$ cat config.mk
export PLATFORM = sky130hd
export DESIGN_NAME = float_fixed_point_converter_core
export DESIGN_NICKNAME = d
export VERILOG_FILES = /design/src/hdl/ffpc_pkg.sv /design/src/hdl/ffpc_front.sv /design/src/hdl/ffpc_queue.sv /design/src/hdl/ffpc_back.sv /design/src/hdl/float_fixed_point_converter_core.sv
export VERILOG_INCLUDE_DIRS = /design/src /design/src/hdl
export SDC_FILE = /design/constraint.sdc
export NUM_CORES = 1
export LEC_CHECK = 0
export ABC_AREA = 1
export BUFFER_PORTS_ARGS = -buffer_cell sky130_fd_sc_hd__buf_2
export CAP_MARGIN = 20
export CORE_ASPECT_RATIO = 1.25
export CORE_MARGIN = 3
export CORE_UTILIZATION = 54
export DETAILED_ROUTE_END_ITERATION = 8
export GPL_ROUTABILITY_DRIVEN = 0
export GPL_TIMING_DRIVEN = 1
export PLACE_DENSITY = 0.68
export RECOVER_POWER = 100
export SYNTH_ARGS = -nofsm -noshare
export SYNTH_HDL_FRONTEND = slang
export SYNTH_SLANG_ARGS = --single-unit
$ cat constraint.sdc
create_clock -name i_clk -period 17.3 [get_ports i_clk]
set_input_delay 1.73 -clock i_clk [delete_from_list [all_inputs] [get_ports i_clk]]
set_output_delay 1.73 -clock i_clk [all_outputs]
set_load 0.03 [all_outputs]
$ cat src/hdl/assert_macros.svh
// Assertion macros used by the converter top level.
// No dependencies.
`ifndef ASSERT_MACROS_SVH
`define ASSERT_MACROS_SVH
// Implication checked at every clock edge outside reset.
`define ASSERT_IMPLIES(label, clk, rst_n, ante, cons, msg) \
    label: assert property (@(posedge clk) disable iff (!rst_n) (ante) |-> (cons)) \
        else $error(msg);
// Next-cycle implication checked outside reset.
`define ASSERT_NEXT(label, clk, rst_n, ante, cons, msg) \
    label: assert property (@(posedge clk) disable iff (!rst_n) (ante) |=> (cons)) \
        else $error(msg);
`endif

$ cat src/hdl/ffpc_pkg.sv
// Shared types and constants for the float/fixed converter.
// No dependencies.
`timescale 1ns / 1ps
package ffpc_pkg;
    typedef enum logic [1:0] {
        FN_INT2FIX = 2'd0,
        FN_FLT2FIX = 2'd1,
        FN_FIX2FLT = 2'd2,
        FN_FIX2INT = 2'd3
    } t_func;

    typedef struct packed {
        logic [1:0]  func;
        logic [31:0] operand;
    } t_in_word;

    typedef struct packed {
        logic [31:0] result;
        logic        saturated;
    } t_out_word;

    // Classified item passed from front to back.
    typedef struct packed {
        t_func       func;
        logic        sign;
        logic        nan;
        logic        over;     // float overflow already known
        logic        zero;     // magnitude result known zero
        logic [31:0] value;    // operand or magnitude source
        logic [5:0]  lz;       // leading-zero count of fixed magnitude
        logic signed [9:0] sh; // float to fixed shift amount
    } t_job;

    localparam logic [31:0] SAT_POS = 32'h7FFF_FFFF;
    localparam logic [31:0] SAT_NEG = 32'h8000_0000;
endpackage

$ cat src/hdl/ffpc_front.sv
// Front end: accepts words, decodes float fields, counts leading zeros.
// Depends on ffpc_pkg.
`timescale 1ns / 1ps
module ffpc_front #(
    parameter int FRACTION_BITS = 8
) (
    input  logic              i_clk,
    input  logic              i_rst_n,
    input  logic              i_valid,
    output logic              o_stall,
    input  ffpc_pkg::t_in_word i_data,
    output logic              o_valid,
    input  logic              i_stall,
    output ffpc_pkg::t_job    o_job
);
    logic           r_valid, n_valid;
    ffpc_pkg::t_job r_job, n_job;
    logic [31:0]    mag;
    logic [7:0]     expo;
    logic [22:0]    frac;
    logic [23:0]    mant;

    assign o_stall = r_valid && i_stall;

    // Classify the incoming word.
    always_comb begin
        n_job = '0;
        n_job.func = ffpc_pkg::t_func'(i_data.func);
        n_job.sign = i_data.operand[31];
        expo = i_data.operand[30:23];
        frac = i_data.operand[22:0];
        mant = {(expo != 8'd0), frac};
        mag = i_data.operand[31] ? (32'd0 - i_data.operand) : i_data.operand;
        n_job.value = i_data.operand;
        n_job.lz = 6'd32;
        for (int k = 0; k < 32; k++) begin
            if (mag[k]) n_job.lz = 6'(31 - k);
        end
        if (n_job.func == ffpc_pkg::FN_FLT2FIX) begin
            n_job.value = {8'd0, mant};
            n_job.sh = 10'(expo == 8'd0 ? 1 : expo) - 10'sd150 + 10'(FRACTION_BITS);
            n_job.nan = (expo == 8'hFF) && (frac != 23'd0);
            n_job.over = (expo == 8'hFF) || (mant != 24'd0 && n_job.sh > 10'sd40);
            n_job.zero = (mant == 24'd0) || (n_job.sh < -10'sd25);
        end else if (n_job.func == ffpc_pkg::FN_FIX2FLT) begin
            n_job.value = mag;
            n_job.zero = (i_data.operand == 32'd0);
        end
    end

    assign n_valid = o_stall ? r_valid : i_valid;

    always_ff @(posedge i_clk) begin
        if (!i_rst_n) r_valid <= 1'b0;
        else          r_valid <= n_valid;
        if (!o_stall) r_job <= n_job;
    end

    assign o_valid = r_valid;
    assign o_job   = r_job;
endmodule

$ cat src/hdl/ffpc_queue.sv
// Two-entry queue between front and back ends.
// Depends on ffpc_pkg.
`timescale 1ns / 1ps
module ffpc_queue (
    input  logic           i_clk,
    input  logic           i_rst_n,
    input  logic           i_valid,
    output logic           o_stall,
    input  ffpc_pkg::t_job i_job,
    output logic           o_valid,
    input  logic           i_stall,
    output ffpc_pkg::t_job o_job
);
    ffpc_pkg::t_job r_mem [2];
    logic           r_wp, r_rp;
    logic [1:0]     r_cnt;
    logic           push, pop;

    assign o_stall = (r_cnt == 2'd2);
    assign o_valid = (r_cnt != 2'd0);
    assign push    = i_valid && !o_stall;
    assign pop     = o_valid && !i_stall;
    assign o_job   = r_mem[r_rp];

    // Pointers and fill count.
    always_ff @(posedge i_clk) begin
        if (!i_rst_n) begin
            r_wp <= 1'b0;
            r_rp <= 1'b0;
            r_cnt <= 2'd0;
        end else begin
            if (push) r_wp <= !r_wp;
            if (pop)  r_rp <= !r_rp;
            r_cnt <= r_cnt + 2'(push) - 2'(pop);
        end
        if (push) r_mem[r_wp] <= i_job;
    end
endmodule

$ cat src/hdl/ffpc_back.sv
// Back end: shift, round, pack, and output register.
// Depends on ffpc_pkg.
`timescale 1ns / 1ps
module ffpc_back #(
    parameter int FRACTION_BITS = 8
) (
    input  logic               i_clk,
    input  logic               i_rst_n,
    input  logic               i_valid,
    output logic               o_stall,
    input  ffpc_pkg::t_job     i_job,
    output logic               o_valid,
    input  logic               i_stall,
    output ffpc_pkg::t_out_word o_data
);
    logic                r_valid;
    ffpc_pkg::t_out_word r_data, n_data;
    logic [63:0] wide;
    logic [32:0] fmag;
    logic [31:0] rem_mask, rem, half;
    logic [5:0]  n;
    logic [4:0]  p;
    logic [31:0] nm, frem, fhalf;
    logic [24:0] fmant;
    logic [7:0]  fexp;
    logic        over;

    assign o_stall = r_valid && i_stall;

    always_comb begin
        n_data = '0;
        wide = '0; fmag = '0; rem_mask = '0; rem = '0; half = '0; n = '0;
        p = '0; nm = '0; frem = '0; fhalf = '0; fmant = '0; fexp = '0; over = 1'b0;
        unique case (i_job.func)
            ffpc_pkg::FN_INT2FIX: n_data.result = i_job.value << FRACTION_BITS;
            ffpc_pkg::FN_FIX2INT: n_data.result = 32'($signed(i_job.value) >>> FRACTION_BITS);
            ffpc_pkg::FN_FLT2FIX: begin
                if (i_job.sh >= 0) begin
                    wide = {40'd0, i_job.value[23:0]} << i_job.sh[5:0];
                    fmag = (wide[63:33] != 0) ? {1'b1, 32'd0} : wide[32:0];
                end else begin
                    n = 6'(-i_job.sh);
                    rem_mask = (32'd1 << n) - 32'd1;
                    rem = i_job.value & rem_mask;
                    half = 32'd1 << (n - 6'd1);
                    fmag = 33'(i_job.value >> n) + 33'(rem >= half);
                end
                if (i_job.zero) fmag = '0;
                over = i_job.over || (!i_job.sign && fmag > 33'h7FFF_FFFF)
                       || (i_job.sign && fmag > 33'h8000_0000);
                if (i_job.nan) begin
                    n_data.result = '0;
                    n_data.saturated = 1'b1;
                end else if (over) begin
                    n_data.result = i_job.sign ? ffpc_pkg::SAT_NEG : ffpc_pkg::SAT_POS;
                    n_data.saturated = 1'b1;
                end else begin
                    n_data.result = i_job.sign ? (32'd0 - fmag[31:0]) : fmag[31:0];
                end
            end
            ffpc_pkg::FN_FIX2FLT: begin
                p = 5'(6'd31 - i_job.lz);
                nm = i_job.value << i_job.lz;       // leading one at bit 31
                frem = {nm[7:0], 24'd0};
                fhalf = 32'h8000_0000;
                fmant = {1'b0, nm[31:8]};
                if (frem > fhalf || (frem == fhalf && fmant[0])) fmant = fmant + 25'd1;
                fexp = 8'(p) - 8'(FRACTION_BITS) + 8'd127;
                if (fmant[24]) begin
                    fmant = fmant >> 1;
                    fexp = fexp + 8'd1;
                end
                if (!i_job.zero)
                    n_data.result = {i_job.sign, fexp, fmant[22:0]};
            end
            default: n_data = '0;
        endcase
    end

    always_ff @(posedge i_clk) begin
        if (!i_rst_n)       r_valid <= 1'b0;
        else if (!o_stall)  r_valid <= i_valid;
        if (!o_stall) r_data <= n_data;
    end

    assign o_valid = r_valid;
    assign o_data  = r_data;
endmodule

$ cat src/hdl/float_fixed_point_converter_core.sv
// Top level of the float/fixed converter: front, queue, back.
// Depends on ffpc_pkg, ffpc_front, ffpc_queue, ffpc_back, assert_macros.svh.
//   channel | direction | handshake          | payload
//   in      | input     | i_valid / o_stall  | i_data (t_in_word)
//   out     | output    | o_valid / i_stall  | o_data (t_out_word)
// One word per cycle unless stalled; passes front register, queue, output register.
// Synchronous active-low reset empties all stages; payload registers are not reset.
// Output stall backs up through the two-entry queue to the front register.
`timescale 1ns / 1ps
`include "assert_macros.svh"
module float_fixed_point_converter_core #(
    parameter int FRACTION_BITS = 8
) (
    input  logic                i_clk,
    input  logic                i_rst_n,
    input  logic                i_valid,
    output logic                o_stall,
    input  ffpc_pkg::t_in_word  i_data,
    output logic                o_valid,
    input  logic                i_stall,
    output ffpc_pkg::t_out_word o_data
);
    logic           f_valid, f_stall, b_valid, b_stall;
    ffpc_pkg::t_job f_job, b_job;

    ffpc_front #(.FRACTION_BITS(FRACTION_BITS)) u_front (
        .i_clk, .i_rst_n, .i_valid, .o_stall, .i_data,
        .o_valid(f_valid), .i_stall(f_stall), .o_job(f_job)
    );

    ffpc_queue u_queue (
        .i_clk, .i_rst_n, .i_valid(f_valid), .o_stall(f_stall), .i_job(f_job),
        .o_valid(b_valid), .i_stall(b_stall), .o_job(b_job)
    );

    ffpc_back #(.FRACTION_BITS(FRACTION_BITS)) u_back (
        .i_clk, .i_rst_n, .i_valid(b_valid), .o_stall(b_stall), .i_job(b_job),
        .o_valid, .i_stall, .o_data
    );

    `ASSERT_IMPLIES(a_no_stall_idle, i_clk, i_rst_n, !o_valid, !b_stall, "back stalls while empty")
    `ASSERT_NEXT(a_out_hold, i_clk, i_rst_n, o_valid && i_stall, o_valid, "output word dropped")
    `ASSERT_IMPLIES(a_sat_func, i_clk, i_rst_n, o_valid && o_data.saturated, o_data.result == 32'd0 || o_data.result == ffpc_pkg::SAT_POS || o_data.result == ffpc_pkg::SAT_NEG, "bad saturated value")
endmodule

==> impl_metrics.yaml <==
pwr:
  vdd_drop_max_uv: 89.19
  powerDensity_mw_per_mm2: 221.9
  p_leak_nw: 9.344
synth:
  avgSynthCellArea_um2: 6.414
  yosysSeqAreaShare: 0.2824
  netlist_instances: 3161
  yosysUniqueCellTypes: 69
  synthArstFlopShare: 0
  synth_area_mm2: 0.02027
  ys.flop_type: "edfxtp_1"
  synth_warnings: 0
  synth_fp_nets: 3250
  synth_enable_flop_cells: 186
  ys_ff_latch: 193
min_path:
  hold_class: "flip-flop to flip-flop"
  hold_depth: 0
  worstHoldStart: "u_front.o_job[48]"
  holdPathEnd: "u_queue.r_mem[0][48]"
cells_and_area:
  drive_above_1_share: 0.07440
  syn2layout_area_growth_pct: 4.178
  layoutNonFillerInstCount: 3625
  diodes: 0
  nets: 3221
timing:
  timing_max_transition_violations_final: 241
  whs_ns: 0.4437
  setup_viol: 0
  finClkSkew_ns: 0.02339
  worstMarginPinSlew_ns: 2.900
  slew-limit-headroom: -0.9332
  hold_viol: 0
  fin_tns_setup_ns: 0
  rsz0062_at_grt: "false"
  final.setup.worst_slack_ns: 4.882
  period_needed_ns: 12.42
  timing.fmax_mhz: 80.53
  post-route-period-util: 0.7178
clock_tree:
  clock_latency_ns: 0.46
  cts_hold_buf: 0
  cts_tree: "done"
  cts-htree-levels: 4
  cts_max_path_buffers: 2
  cts_buffers: 17
  postCtsSetupRepairBufs: 0
  cts_resized: 0
  path_clk_slew_ns: 0.10
  clock-sinks: 193
  cts-root-buf: "clkbuf_16"
die:
  num_rows: 78
  die_area_mm2: 0.03992
  core_mm2: 0.03670
  die_w_um: 179.3
  start_util: 0.5525
  die_y_um: 222.6
  ioPinCount: 73
global_routing:
  grt_pass1_wl_um: 107400
  grt_max_degree: 60
  grt_overflow: 0
  grt_pass1_vias: 19800
  grt.total_usage: 0.3447
  antenna_found_initial: 0
route:
  ant_nets: 0
  via_per_inst: 6.029
  firstDrtPassIters: 8
  wl_um: 69900
  drtIter0Drc: 2564
  wl_per_cell_um: 19.28
  drc: 0
  vias: 21860
worst_setup_path:
  crit_top_cell: "nand2_1"
  crit_required_ns: 17.50
  slowest_stage: "clkinvlp_2"
  max_stage_delay_ns: 1.51
  rr_endpoint: "u_back.o_data[0]"
  cp-end-kind: "flip-flop"
  critical_path_buf_inv_count: 6
  start_kind: "flip-flop"
  worst-path-max-fanout: 54
  cp.arrival_ns: 12.62
  worstSetupPathType: "flip-flop to flip-flop"
  reg2regPathDepth: 45
  path_delay_family: "simple AND/OR/NAND/NOR gates"
  r2r_slack_ns: 4.88
run:
  maxCapViolCount: 7
placed_design:
  portBuffers: 72
  dpl_worst_slack_ns: 8.381
  place_hpwl_um: 53920
  dp_cells: 3593
run_status:
  violations: "capacitance limit, slew limit"
  status: "complete, but fails checks"
-- cells in the mapped netlist (all sizes together), types with 11 or more instances --
cell type  count  area (um2)
ha            51       638.1
nor3          47       282.8
or2           24       150.1
xnor2         17       148.9
nand2       1002        3921
edfxtp       186        5585
clkbuf        46       172.7
a31oi         11       68.82
nand3        497        2552
o21ai        205        1064
nor2         369        1540
a21oi         96       488.0
inv          265        1007
nand4         69       444.2
xor2          64       568.1
o22ai         19       118.9
buf           96       648.1
-- logic make-up after synthesis --
kind of cell / Yosys count / synth area share
AND/OR/NAND/NOR: 2034 / 0.4477
buffers and inverters: 412 / 0.09109
AO/OA/AOI/OAI: 380 / 0.1070
flip-flops: 193 / 0.2824
XOR/XNOR: 81 / 0.03536
adder cells (fa/ha/maj): 51 / 0.03147
multiplexers: 10 / 0.004937
-- per-layer routing --
metal	vias up	GRT usage	share of wire
met5	-	0	0
met4	0	0.2506	0.087
met3	339	0.07128	0.098
met2	1229	0.5412	0.45
met1	9756	0.4144	0.36
li1	10530	-	-
-- sequential cells by signal, indices dropped and copies added (netlist names), named ones only --
name             count
u_queue.r_cnt        2
u_back.o_data       33
u_queue.r_mem      102
u_queue.r_wp         1
u_back.o_valid       1
u_queue.r_rp         1
u_front.o_job       51
u_front.o_valid      1
-- report_power, final --
part	leakage, nW	switching [W]	internal [W]
clock	0.294	0.000193	0.000208
sequential	1.93	0.0000406	0.000640
combinational	7.12	0.00262	0.000988
total	9.34	0.00285	0.00184
-- metrics by stage --
stage | total power (W) | instance area (um2) | utilization
finish | 0.004687 | 21120 | 0.5756
global route | 0.005038 | 21120 | 0.5756
CTS | 0.004576 | 21230 | 0.5785
detailed placement | 0.004163 | 20620 | 0.5619
global placement | 0.004122 | 20590 | 0.5612
floorplan | 0.003314 | 20270 | -
-- cell usage in the layout (no fill, tap or decap), types with 10 or more instances in the layout --
| cell type | Yosys | routed |
|---|---|---|
| buf_4 | 18 | 18 |
| nor3_1 | 40 | 42 |
| xnor2_1 | 17 | 17 |
| buf_2 | 36 | 32 |
| nor2_1 | 334 | 335 |
| mux2i_1 | 10 | 10 |
| or2_2 | 15 | 15 |
| edfxtp_1 | 186 | 186 |
| clkbuf_1 | 46 | 43 |
| ha_1 | 51 | 51 |
| inv_2 | 15 | 15 |
| a31oi_1 | 11 | 11 |
| o22ai_1 | 19 | 19 |
| clkbuf_16 | 0 | 17 |
| o21ai_1 | 54 | 32 |
| xor2_1 | 63 | 63 |
| nand2_1 | 950 | 953 |
| nand3_2 | 13 | 13 |
| nand4_1 | 67 | 67 |
| inv_1 | 247 | 247 |
| nand3_1 | 484 | 484 |
| nand2_2 | 46 | 43 |
| o211ai_1 | 9 | 10 |
| o21ai_0 | 145 | 166 |
| nor2_2 | 25 | 24 |
| a21oi_1 | 94 | 94 |
-- worst max-delay path by stage --
stage / startpoint / to / cells after the start
after floorplan: flip-flop / u_back.o_data[12] / 49
after global placement: flip-flop / u_back.o_data[30] / 48
after detailed placement: flip-flop / u_back.o_data[0] / 43
after CTS: flip-flop / u_back.o_data[0] / 43
after global routing: flip-flop / u_back.o_data[0] / 45
final: flip-flop / u_back.o_data[0] / 45
-- cell type report --
class / count / area (um2)
multi-input combinational: 2556 / 12680
inverter: 270 / 1022
sequential: 193 / 5727
fill: 3620 / 15570
timing repair buffer: 94 / 484.2
clock inverter: 15 / 181.4
clock buffer: 17 / 425.4
tap: 480 / 600.6
(Power assumes the default switching activity.)
